$ cat config.mk
export PLATFORM = sky130hd
export DESIGN_NAME = pid_filtered_derivative_step_unit_flat
export DESIGN_NICKNAME = d
export VERILOG_FILES = /design/src/design/pfds_pkg.sv /design/src/design/pfds_if.sv /design/src/design/pid_filtered_derivative_step_unit.sv /design/src/flat_wrapper.sv
export SDC_FILE = /design/constraint.sdc
export NUM_CORES = 2
export LEC_CHECK = 0
export ABC_AREA = 0
export BUFFER_PORTS_ARGS = -buffer_cell sky130_fd_sc_hd__buf_2
export CAP_MARGIN = 40
export CORE_MARGIN = 5
export CORE_UTILIZATION = 45
export CTS_CLUSTER_SIZE = 12
export DETAILED_ROUTE_END_ITERATION = 16
export GPL_TIMING_DRIVEN = 0
export PLACE_DENSITY_LB_ADDON = 0.3
export SYNTH_ARGS = -nofsm -noshare
export SYNTH_HDL_FRONTEND = slang
export SYNTH_SLANG_ARGS = --single-unit
$ cat constraint.sdc
create_clock -name clk -period 18.8 [get_ports clk]
set_input_delay 0 -clock clk [delete_from_list [all_inputs] [get_ports clk]]
set_output_delay 0 -clock clk [all_outputs]
set_load 0.1 [all_outputs]
$ cat src/design/pfds_pkg.sv
// Shared widths, register indexes and saturating helpers of the PID step unit.
`timescale 1ns / 1ps
`default_nettype none

package pfds_pkg;

    localparam int DATA_W = 32;
    localparam int NTS_W  = 17;
    localparam int IDX_W  = 3;
    localparam int WIDE_W = 66;

    typedef logic signed [DATA_W-1:0] word_t;
    typedef logic signed [WIDE_W-1:0] wide_t;

    localparam logic [IDX_W-1:0] REG_KP      = 3'd0;
    localparam logic [IDX_W-1:0] REG_KI_TS   = 3'd1;
    localparam logic [IDX_W-1:0] REG_KD_N    = 3'd2;
    localparam logic [IDX_W-1:0] REG_N_TS    = 3'd3;
    localparam logic [IDX_W-1:0] REG_INT_MIN = 3'd4;
    localparam logic [IDX_W-1:0] REG_INT_MAX = 3'd5;
    localparam logic [IDX_W-1:0] REG_OUT_MIN = 3'd6;
    localparam logic [IDX_W-1:0] REG_OUT_MAX = 3'd7;

    localparam word_t WORD_MAX = 32'sh7FFF_FFFF;
    localparam word_t WORD_MIN = 32'sh8000_0000;

    // Saturate a wide signed value to one word.
    function automatic word_t sat_word(input wide_t v);
        word_t r;
        if (v > wide_t'(WORD_MAX))
            r = WORD_MAX;
        else if (v < wide_t'(WORD_MIN))
            r = WORD_MIN;
        else
            r = word_t'(v);
        return r;
    endfunction

    // Upper limit first, then lower.
    function automatic word_t clamp_hi_lo(input wide_t v, input word_t lo, input word_t hi);
        word_t r;
        if (v > wide_t'(hi))
            r = hi;
        else if (v < wide_t'(lo))
            r = lo;
        else
            r = word_t'(v);
        return r;
    endfunction

endpackage

`default_nettype wire

$ cat src/design/pfds_if.sv
// Valid/ready channel interfaces for error samples and drive results.
`timescale 1ns / 1ps
`default_nettype none

interface pfds_in_if;
    logic                  valid;
    logic                  ready;
    pfds_pkg::word_t       error;
    logic                  clear;

    modport source (output valid, output error, output clear, input ready);
    modport sink   (input valid, input error, input clear, output ready);
endinterface

interface pfds_out_if;
    logic                  valid;
    logic                  ready;
    pfds_pkg::word_t       drive;

    modport source (output valid, output drive, input ready);
    modport sink   (input valid, input drive, output ready);
endinterface

`default_nettype wire

$ cat src/design/pid_filtered_derivative_step_unit.sv
// PID step with integral separation and filtered derivative, one shared multiplier.
// A sample steps through MP, MI, MD, DT, MN and SU to ST_OUT (a clear goes straight
// there) and waits while the output register is occupied. A new item is taken
// only in idle; one shared multiplier serves kp, ki_ts, kd_n, n_ts in sequence.
// Reset: rst_n asynchronous low; accumulators zero, gains zero, limits fully open.
`timescale 1ns / 1ps
`default_nettype none

module pid_filtered_derivative_step_unit #(
    parameter longint I_BAND    = 2147483647,
    parameter int     FRAC_BITS = 16
) (
    input  wire logic                          clk,
    input  wire logic                          rst_n,
    pfds_in_if.sink                            in_ch,
    pfds_out_if.source                         out_ch,
    input  wire logic                          cfg_wr_en,
    input  wire logic [pfds_pkg::IDX_W-1:0]    cfg_index,
    input  wire logic [pfds_pkg::DATA_W-1:0]   cfg_data
);

    localparam logic [2:0] ST_IDLE = 3'd0;
    localparam logic [2:0] ST_MP   = 3'd1;
    localparam logic [2:0] ST_MI   = 3'd2;
    localparam logic [2:0] ST_MD   = 3'd3;
    localparam logic [2:0] ST_DT   = 3'd4;
    localparam logic [2:0] ST_MN   = 3'd5;
    localparam logic [2:0] ST_SU   = 3'd6;
    localparam logic [2:0] ST_OUT  = 3'd7;

    localparam logic [32:0] BAND = 33'(I_BAND);

    logic [2:0] state_reg, state_next;

    pfds_pkg::word_t kp_reg, ki_ts_reg, kd_n_reg;
    logic [pfds_pkg::NTS_W-1:0] n_ts_reg;
    pfds_pkg::word_t int_min_reg, int_max_reg, out_min_reg, out_max_reg;

    pfds_pkg::word_t i_reg, i_next;
    pfds_pkg::word_t s_reg, s_next;

    pfds_pkg::word_t e_reg, p_reg, d_reg, prod_reg, drive_reg;
    logic            band_reg, clr_reg, out_valid_reg;
    logic signed [33:0] sum_reg;

    logic signed [32:0] mul_a, mul_b;
    pfds_pkg::wide_t    mul_prod, mul_shr;
    pfds_pkg::word_t    mul_sat;
    pfds_pkg::word_t    i_add;

    logic        in_xfer, out_xfer, out_load;
    logic [32:0] in_mag;

    assign in_ch.ready  = (state_reg == ST_IDLE);
    assign in_xfer      = in_ch.valid && in_ch.ready;
    assign out_xfer     = out_valid_reg && out_ch.ready;
    assign out_load     = (state_reg == ST_OUT) && (!out_valid_reg || out_ch.ready);
    assign out_ch.valid = out_valid_reg;
    assign out_ch.drive = drive_reg;

    // Exact magnitude, 2^31 fits in 33 bits.
    assign in_mag = in_ch.error[31] ? (33'd0 - 33'(in_ch.error)) : 33'(in_ch.error);

    // Shared multiplier operand select
    always_comb
    begin
        unique case (state_reg)
            ST_MP:
            begin
                mul_a = 33'(kp_reg);
                mul_b = 33'(e_reg);
            end
            ST_MI:
            begin
                mul_a = 33'(ki_ts_reg);
                mul_b = 33'(e_reg);
            end
            ST_MD:
            begin
                mul_a = 33'(kd_n_reg);
                mul_b = 33'(e_reg);
            end
            ST_MN:
            begin
                mul_a = 33'(d_reg);
                mul_b = $signed({16'd0, n_ts_reg});
            end
            default:
            begin
                mul_a = 33'(kp_reg);
                mul_b = 33'(e_reg);
            end
        endcase
    end

    assign mul_prod = mul_a * mul_b;
    assign mul_shr  = mul_prod >>> FRAC_BITS;
    assign mul_sat  = pfds_pkg::sat_word(mul_shr);

    assign i_add = pfds_pkg::sat_word(pfds_pkg::wide_t'(i_reg) + pfds_pkg::wide_t'(prod_reg));

    always_comb
    begin
        state_next = state_reg;
        i_next     = i_reg;
        s_next     = s_reg;
        unique case (state_reg)
            ST_IDLE:
            begin
                if (in_xfer)
                begin
                    if (in_ch.clear)
                    begin
                        i_next     = '0;
                        s_next     = '0;
                        state_next = ST_OUT;
                    end
                    else
                    begin
                        state_next = ST_MP;
                    end
                end
            end
            ST_MP: state_next = ST_MI;
            ST_MI: state_next = ST_MD;
            ST_MD:
            begin
                if (band_reg)
                    i_next = pfds_pkg::clamp_hi_lo(pfds_pkg::wide_t'(i_add),
                                                   int_min_reg, int_max_reg);
                else
                    i_next = '0;
                state_next = ST_DT;
            end
            ST_DT: state_next = ST_MN;
            ST_MN: state_next = ST_SU;
            ST_SU:
            begin
                s_next = pfds_pkg::clamp_hi_lo(
                    pfds_pkg::wide_t'(pfds_pkg::sat_word(
                        pfds_pkg::wide_t'(s_reg) + pfds_pkg::wide_t'(prod_reg))),
                    out_min_reg, out_max_reg);
                state_next = ST_OUT;
            end
            ST_OUT:
            begin
                if (out_load)
                    state_next = ST_IDLE;
            end
            default: state_next = ST_IDLE;
        endcase
    end

    always_ff @(posedge clk or negedge rst_n)
    begin
        if (!rst_n)
        begin
            state_reg     <= ST_IDLE;
            i_reg         <= '0;
            s_reg         <= '0;
            out_valid_reg <= 1'b0;
            kp_reg        <= '0;
            ki_ts_reg     <= '0;
            kd_n_reg      <= '0;
            n_ts_reg      <= '0;
            int_min_reg   <= pfds_pkg::WORD_MIN;
            int_max_reg   <= pfds_pkg::WORD_MAX;
            out_min_reg   <= pfds_pkg::WORD_MIN;
            out_max_reg   <= pfds_pkg::WORD_MAX;
        end
        else
        begin
            state_reg <= state_next;
            i_reg     <= i_next;
            s_reg     <= s_next;
            if (out_load)
                out_valid_reg <= 1'b1;
            else if (out_xfer)
                out_valid_reg <= 1'b0;
            if (cfg_wr_en)
            begin
                unique case (cfg_index)
                    pfds_pkg::REG_KP:      kp_reg      <= cfg_data;
                    pfds_pkg::REG_KI_TS:   ki_ts_reg   <= cfg_data;
                    pfds_pkg::REG_KD_N:    kd_n_reg    <= cfg_data;
                    pfds_pkg::REG_N_TS:    n_ts_reg    <= cfg_data[pfds_pkg::NTS_W-1:0];
                    pfds_pkg::REG_INT_MIN: int_min_reg <= cfg_data;
                    pfds_pkg::REG_INT_MAX: int_max_reg <= cfg_data;
                    pfds_pkg::REG_OUT_MIN: out_min_reg <= cfg_data;
                    pfds_pkg::REG_OUT_MAX: out_max_reg <= cfg_data;
                    default: ;
                endcase
            end
        end
    end

    // Datapath registers, no reset needed
    always_ff @(posedge clk)
    begin
        prod_reg <= mul_sat;
        if (in_xfer)
        begin
            e_reg    <= in_ch.error;
            band_reg <= (in_mag < BAND);
            clr_reg  <= in_ch.clear;
        end
        if (state_reg == ST_MI)
            p_reg <= prod_reg;
        if (state_reg == ST_DT)
            d_reg <= pfds_pkg::sat_word(pfds_pkg::wide_t'(prod_reg) - pfds_pkg::wide_t'(s_reg));
        if (state_reg == ST_SU)
            sum_reg <= 34'(p_reg) + 34'(i_reg) + 34'(d_reg);
        if (out_load)
            drive_reg <= clr_reg ? '0
                       : pfds_pkg::clamp_hi_lo(pfds_pkg::wide_t'(sum_reg),
                                               out_min_reg, out_max_reg);
    end

    a_accept_path: assert property (@(posedge clk) disable iff (!rst_n)
        in_xfer |=> (state_reg == ST_MP || state_reg == ST_OUT))
        else $error("transfer did not start a step or a clear");

    a_valid_source: assert property (@(posedge clk) disable iff (!rst_n)
        $rose(out_valid_reg) |-> $past(state_reg) == ST_OUT)
        else $error("output valid raised outside the output step");

    a_s_limits: assert property (@(posedge clk) disable iff (!rst_n)
        (state_reg == ST_SU && out_min_reg <= out_max_reg)
        |=> (s_reg >= $past(out_min_reg) && s_reg <= $past(out_max_reg)))
        else $error("derivative state outside output limits");

    a_i_limits: assert property (@(posedge clk) disable iff (!rst_n)
        (state_reg == ST_MD && band_reg && int_min_reg <= int_max_reg)
        |=> (i_reg >= $past(int_min_reg) && i_reg <= $past(int_max_reg)))
        else $error("integral outside its limits");

endmodule

`default_nettype wire

$ cat src/flat_wrapper.sv
// flat-port wrapper written by rule: the top's interface ports become plain ports
module pid_filtered_derivative_step_unit_flat 
#(
    parameter longint I_BAND    = 2147483647,
    parameter int     FRAC_BITS = 16
)
  (clk, rst_n, cfg_wr_en, cfg_index, cfg_data, in_ch_valid, in_ch_error, in_ch_clear, in_ch_ready, out_ch_valid, out_ch_drive, out_ch_ready);
  pfds_in_if in_ch_i ();
  pfds_out_if out_ch_i ();
  input  wire logic clk;
  input  wire logic rst_n;
  input  wire logic cfg_wr_en;
  input  wire logic [pfds_pkg::IDX_W-1:0] cfg_index;
  input  wire logic [pfds_pkg::DATA_W-1:0] cfg_data;
  input wire logic [$bits(in_ch_i.valid)-1:0] in_ch_valid;
  input wire logic [$bits(in_ch_i.error)-1:0] in_ch_error;
  input wire logic [$bits(in_ch_i.clear)-1:0] in_ch_clear;
  output wire logic [$bits(in_ch_i.ready)-1:0] in_ch_ready;
  output wire logic [$bits(out_ch_i.valid)-1:0] out_ch_valid;
  output wire logic [$bits(out_ch_i.drive)-1:0] out_ch_drive;
  input wire logic [$bits(out_ch_i.ready)-1:0] out_ch_ready;
  assign in_ch_i.valid = in_ch_valid;
  assign in_ch_i.error = in_ch_error;
  assign in_ch_i.clear = in_ch_clear;
  assign in_ch_ready = in_ch_i.ready;
  assign out_ch_valid = out_ch_i.valid;
  assign out_ch_drive = out_ch_i.drive;
  assign out_ch_i.ready = out_ch_ready;
  pid_filtered_derivative_step_unit #(.I_BAND(I_BAND), .FRAC_BITS(FRAC_BITS)) u_core (.clk(clk), .rst_n(rst_n), .in_ch(in_ch_i), .out_ch(out_ch_i), .cfg_wr_en(cfg_wr_en), .cfg_index(cfg_index), .cfg_data(cfg_data));
endmodule
==> impl_results.md <==
- Synthesized flop and latch total: 505
- Port-buffer cells: 103
- DIE HEIGHT: 404 um
- Pins Over Slew Limit: 0
- Final Hold Viols: 0
- Post-Route WL: 253000 um
- Syn Nets: 9064
- Worst-Margin Slew: 1.08 ns
- Die area: 164000 sq um
- Post-synth top flop: dfrtp_1
- Setup CP Type: flip-flop to flip-flop
- H-tree depth: 2
- Critical path endpoint: u_core.prod_reg[15]
- DR iter-0 viols: 5757
- Synth area leader: fa_1
- RSZ-0062 raised after global routing: no
- Crit. End Element: flip-flop
- Fraction of layout cells with a size suffix above 1: 9.14%
- Initial antenna violation count: 7
- Number of global-route vias before repair: 57200
- GP Congestion: 1.04
- Io pins: 107
- Maximum clock path buffer count: 3
- Post-synth EDFFs: 164
- WHS: 0.0852 ns
- CTS tree: yes
- Final ANT Viol Nets: 0
- Min-delay worst type: input pin to flip-flop
- Crit-path max FO: 10
- Post-DR vias/cell: 5.77
- Routed len/inst: 26.0 um
- Startpoint Class: flip-flop
- Post-synthesis average cell area: 9.60 sq um
- Clk sinks: 505
- PostCTS Resize Cnt: 0
- Worst Skew: 0.0301 ns
- Slew HR: 28.1%
- Post-CTS Setup Bufs: 0
- Synthesis Warnings: 0
- GRT Total Usage: 31.0%
- Hold Buf Count CTS: 71
- Slowest stage delay, CP: 0.84 ns
- DP Wirelength: 215000 um
- Max-Cap Viols: 0
- DR pass1 iterations: 8
- Cell count of the worst reg-to-reg path: 34
- Largest net degree at the start of global routing: 115
- Crit path max-delay cell type: mux2i_1
- Skew-Pair Late Insertion Delay: 0.64 ns
- Most numerous cell in the Yosys netlist: inv_1
- Max reg flops: 34
- Sequential-to-total area share from yosys stat: 19.1%
- Worst Setup SP: u_core.state_reg[1]
- Period utilization: 73.0%
- R2R Path Start: u_core.state_reg[1]
- Synth area leaders: fa_1, ha_1, dfrtp_1
- Initial core utilization: 45.3%
- Root buffer cell: clkbuf_16
- Residual DRC: 0
- Vias: 56300
- Global-route wire length before repair: 376000 um
- CP required: 19.29 ns
- Horiz. Die Dim: 404 um
- Unique masters post-synth: 100
- Most frequent cells after synthesis: inv_1, fa_1, nor2_1
- CTS buffer count: 56
- Post-synthesis cell count: 7296
- Post-synth top area share: 33.1%
- Async set or reset register ratio after synthesis: 61.2%
- Min Tclk post-route: 13.72 ns
- Run status: complete, no violations
- Final #Nets: 9420
- WP data arrival: 14.21 ns
- GRT overflow: 0
- Worst reg2reg path endpoint: u_core.prod_reg[15]
- Pre-CTS WS: 5.46 ns
- Max frequency: 0.0729 GHz
- Setup WS post-layout: 5.08 ns
- Clk pin slew, worst setup/hold paths: 0.06 ns
- Syn Std Cell Area: 70000 sq um
- Endpoints failing setup: 0
- Setup TNS: 0 ns
- Reg2reg setup slack: 5.08 ns
- Placement Rows: 144
- Core Area: 154000 sq um
- Area Overhead vs Synth: 10.7%
-- layout by cell type (no fill, tap or decap), types with 22 or more instances in the layout --
| cell type | instances |
|---|---|
| a22oi_1 | 68 |
| nor2_1 | 759 |
| buf_8 | 43 |
| o21ai_1 | 32 |
| maj3_1 | 41 |
| dlygate4sd3_1 | 70 |
| o21a_1 | 27 |
| a211oi_1 | 53 |
| dfxtp_1 | 32 |
| nand2_1 | 711 |
| ha_1 | 538 |
| xor2_1 | 51 |
| dfstp_2 | 64 |
| nand2b_1 | 44 |
| buf_4 | 22 |
| a221o_1 | 31 |
| buf_2 | 121 |
| nand4_1 | 61 |
| o221ai_1 | 30 |
| o31ai_1 | 25 |
| o21bai_1 | 31 |
| nand3_1 | 58 |
| nor3_1 | 42 |
| nor2b_1 | 33 |
| clkbuf_16 | 58 |
| a22o_1 | 30 |
| fa_1 | 1155 |
| mux2i_1 | 83 |
| edfxtp_1 | 164 |
| buf_6 | 49 |
| mux2_2 | 212 |
| and2_1 | 29 |
| inv_1 | 1361 |
| a21oi_1 | 211 |
| a21o_1 | 177 |
| dfrtp_1 | 245 |
| xnor2_1 | 117 |
| clkbuf_1 | 312 |
| o21ai_0 | 170 |
-- per-stage QoR --
| step | instances | utilization (%) | instance area, sq um |
|---|---|---|---|
| finish | 9747 | 50.2 | 77500 |
| global route | 9744 | 50.2 | 77500 |
| CTS | 9741 | 50.2 | 77500 |
| detailed placement | 9564 | 48.5 | 74900 |
| global placement | 9443 | 47.3 | 73100 |
| floorplan | 7296 | - | 70000 |
-- cell type report --
type / instances / area (sq um)
Fill cell: 14200 / 76900
Multi-Input combinational cell: 5101 / 50500
Sequential cell: 505 / 13400
Inverter: 1364 / 5120
Timing Repair Buffer: 298 / 2810
Tap cell: 2044 / 2560
Clock buffer: 85 / 1640
Buffer: 326 / 1280
Clock inverter: 21 / 188
Antenna cell: 3 / 7.51
-- metal layers --
metal	vias up	global-route usage [%]	wire [um]	share of wire (%)
met3	602	8.88	27800	11
met1	28800	42.7	104000	41
met2	2788	46.4	108000	43
li1	24100	-	-	-
met4	6	12.5	13200	5.2
met5	-	0	54	0.021
-- kinds of logic (layout without fill, tap and decap cells) --
| family | count (synthesis) | after routing | synth area share [%] |
|---|---|---|---|
| AOI/OAI and AO/OA | 1052 | 1052 | 10.4 |
| xor gates and xnor gates | 168 | 168 | 2.10 |
| adders and majority gates | 1736 | 1736 | 43.3 |
| buffers and inverters | 1690 | 2094 | 9.15 |
| DFF | 505 | 505 | 19.1 |
| muxes | 301 | 301 | 4.69 |
| other | 0 | 3 | 0 |
| and+or+nand+nor | 1844 | 1844 | 11.2 |
-- how the worst min path moves through the flow --
stage | startpoint | end | slack, ns | depth (start not counted)
5_1_grt | cfg_index[2] | u_core.int_min_reg[31] | 0.12 | 4
3_5_place_dp | rst_n | u_core.out_min_reg[30] | -0.01 | 1
2_1_floorplan | rst_n | u_core.i_reg[0] | -0.30 | 0
4_1_cts | cfg_index[2] | u_core.int_min_reg[31] | 0.03 | 4
6_report | cfg_index[2] | u_core.int_min_reg[31] | 0.09 | 4
3_3_place_gp | in_ch_error[3] | u_core.e_reg[3] | 0.21 | 1
-- critical path: cells and delay by family (launching register included) --
family          cells  cell delay (ns)
mux                 1             0.84
fa+ha+maj          10             5.29
compound gates      6             2.38
buf+inv            12             2.53
simple gates        5             2.10
flops               1             0.40
Power is left out: the tool's default activity adds up to more than one toggle a clock period on the data nets, which glitch-free logic cannot reach.
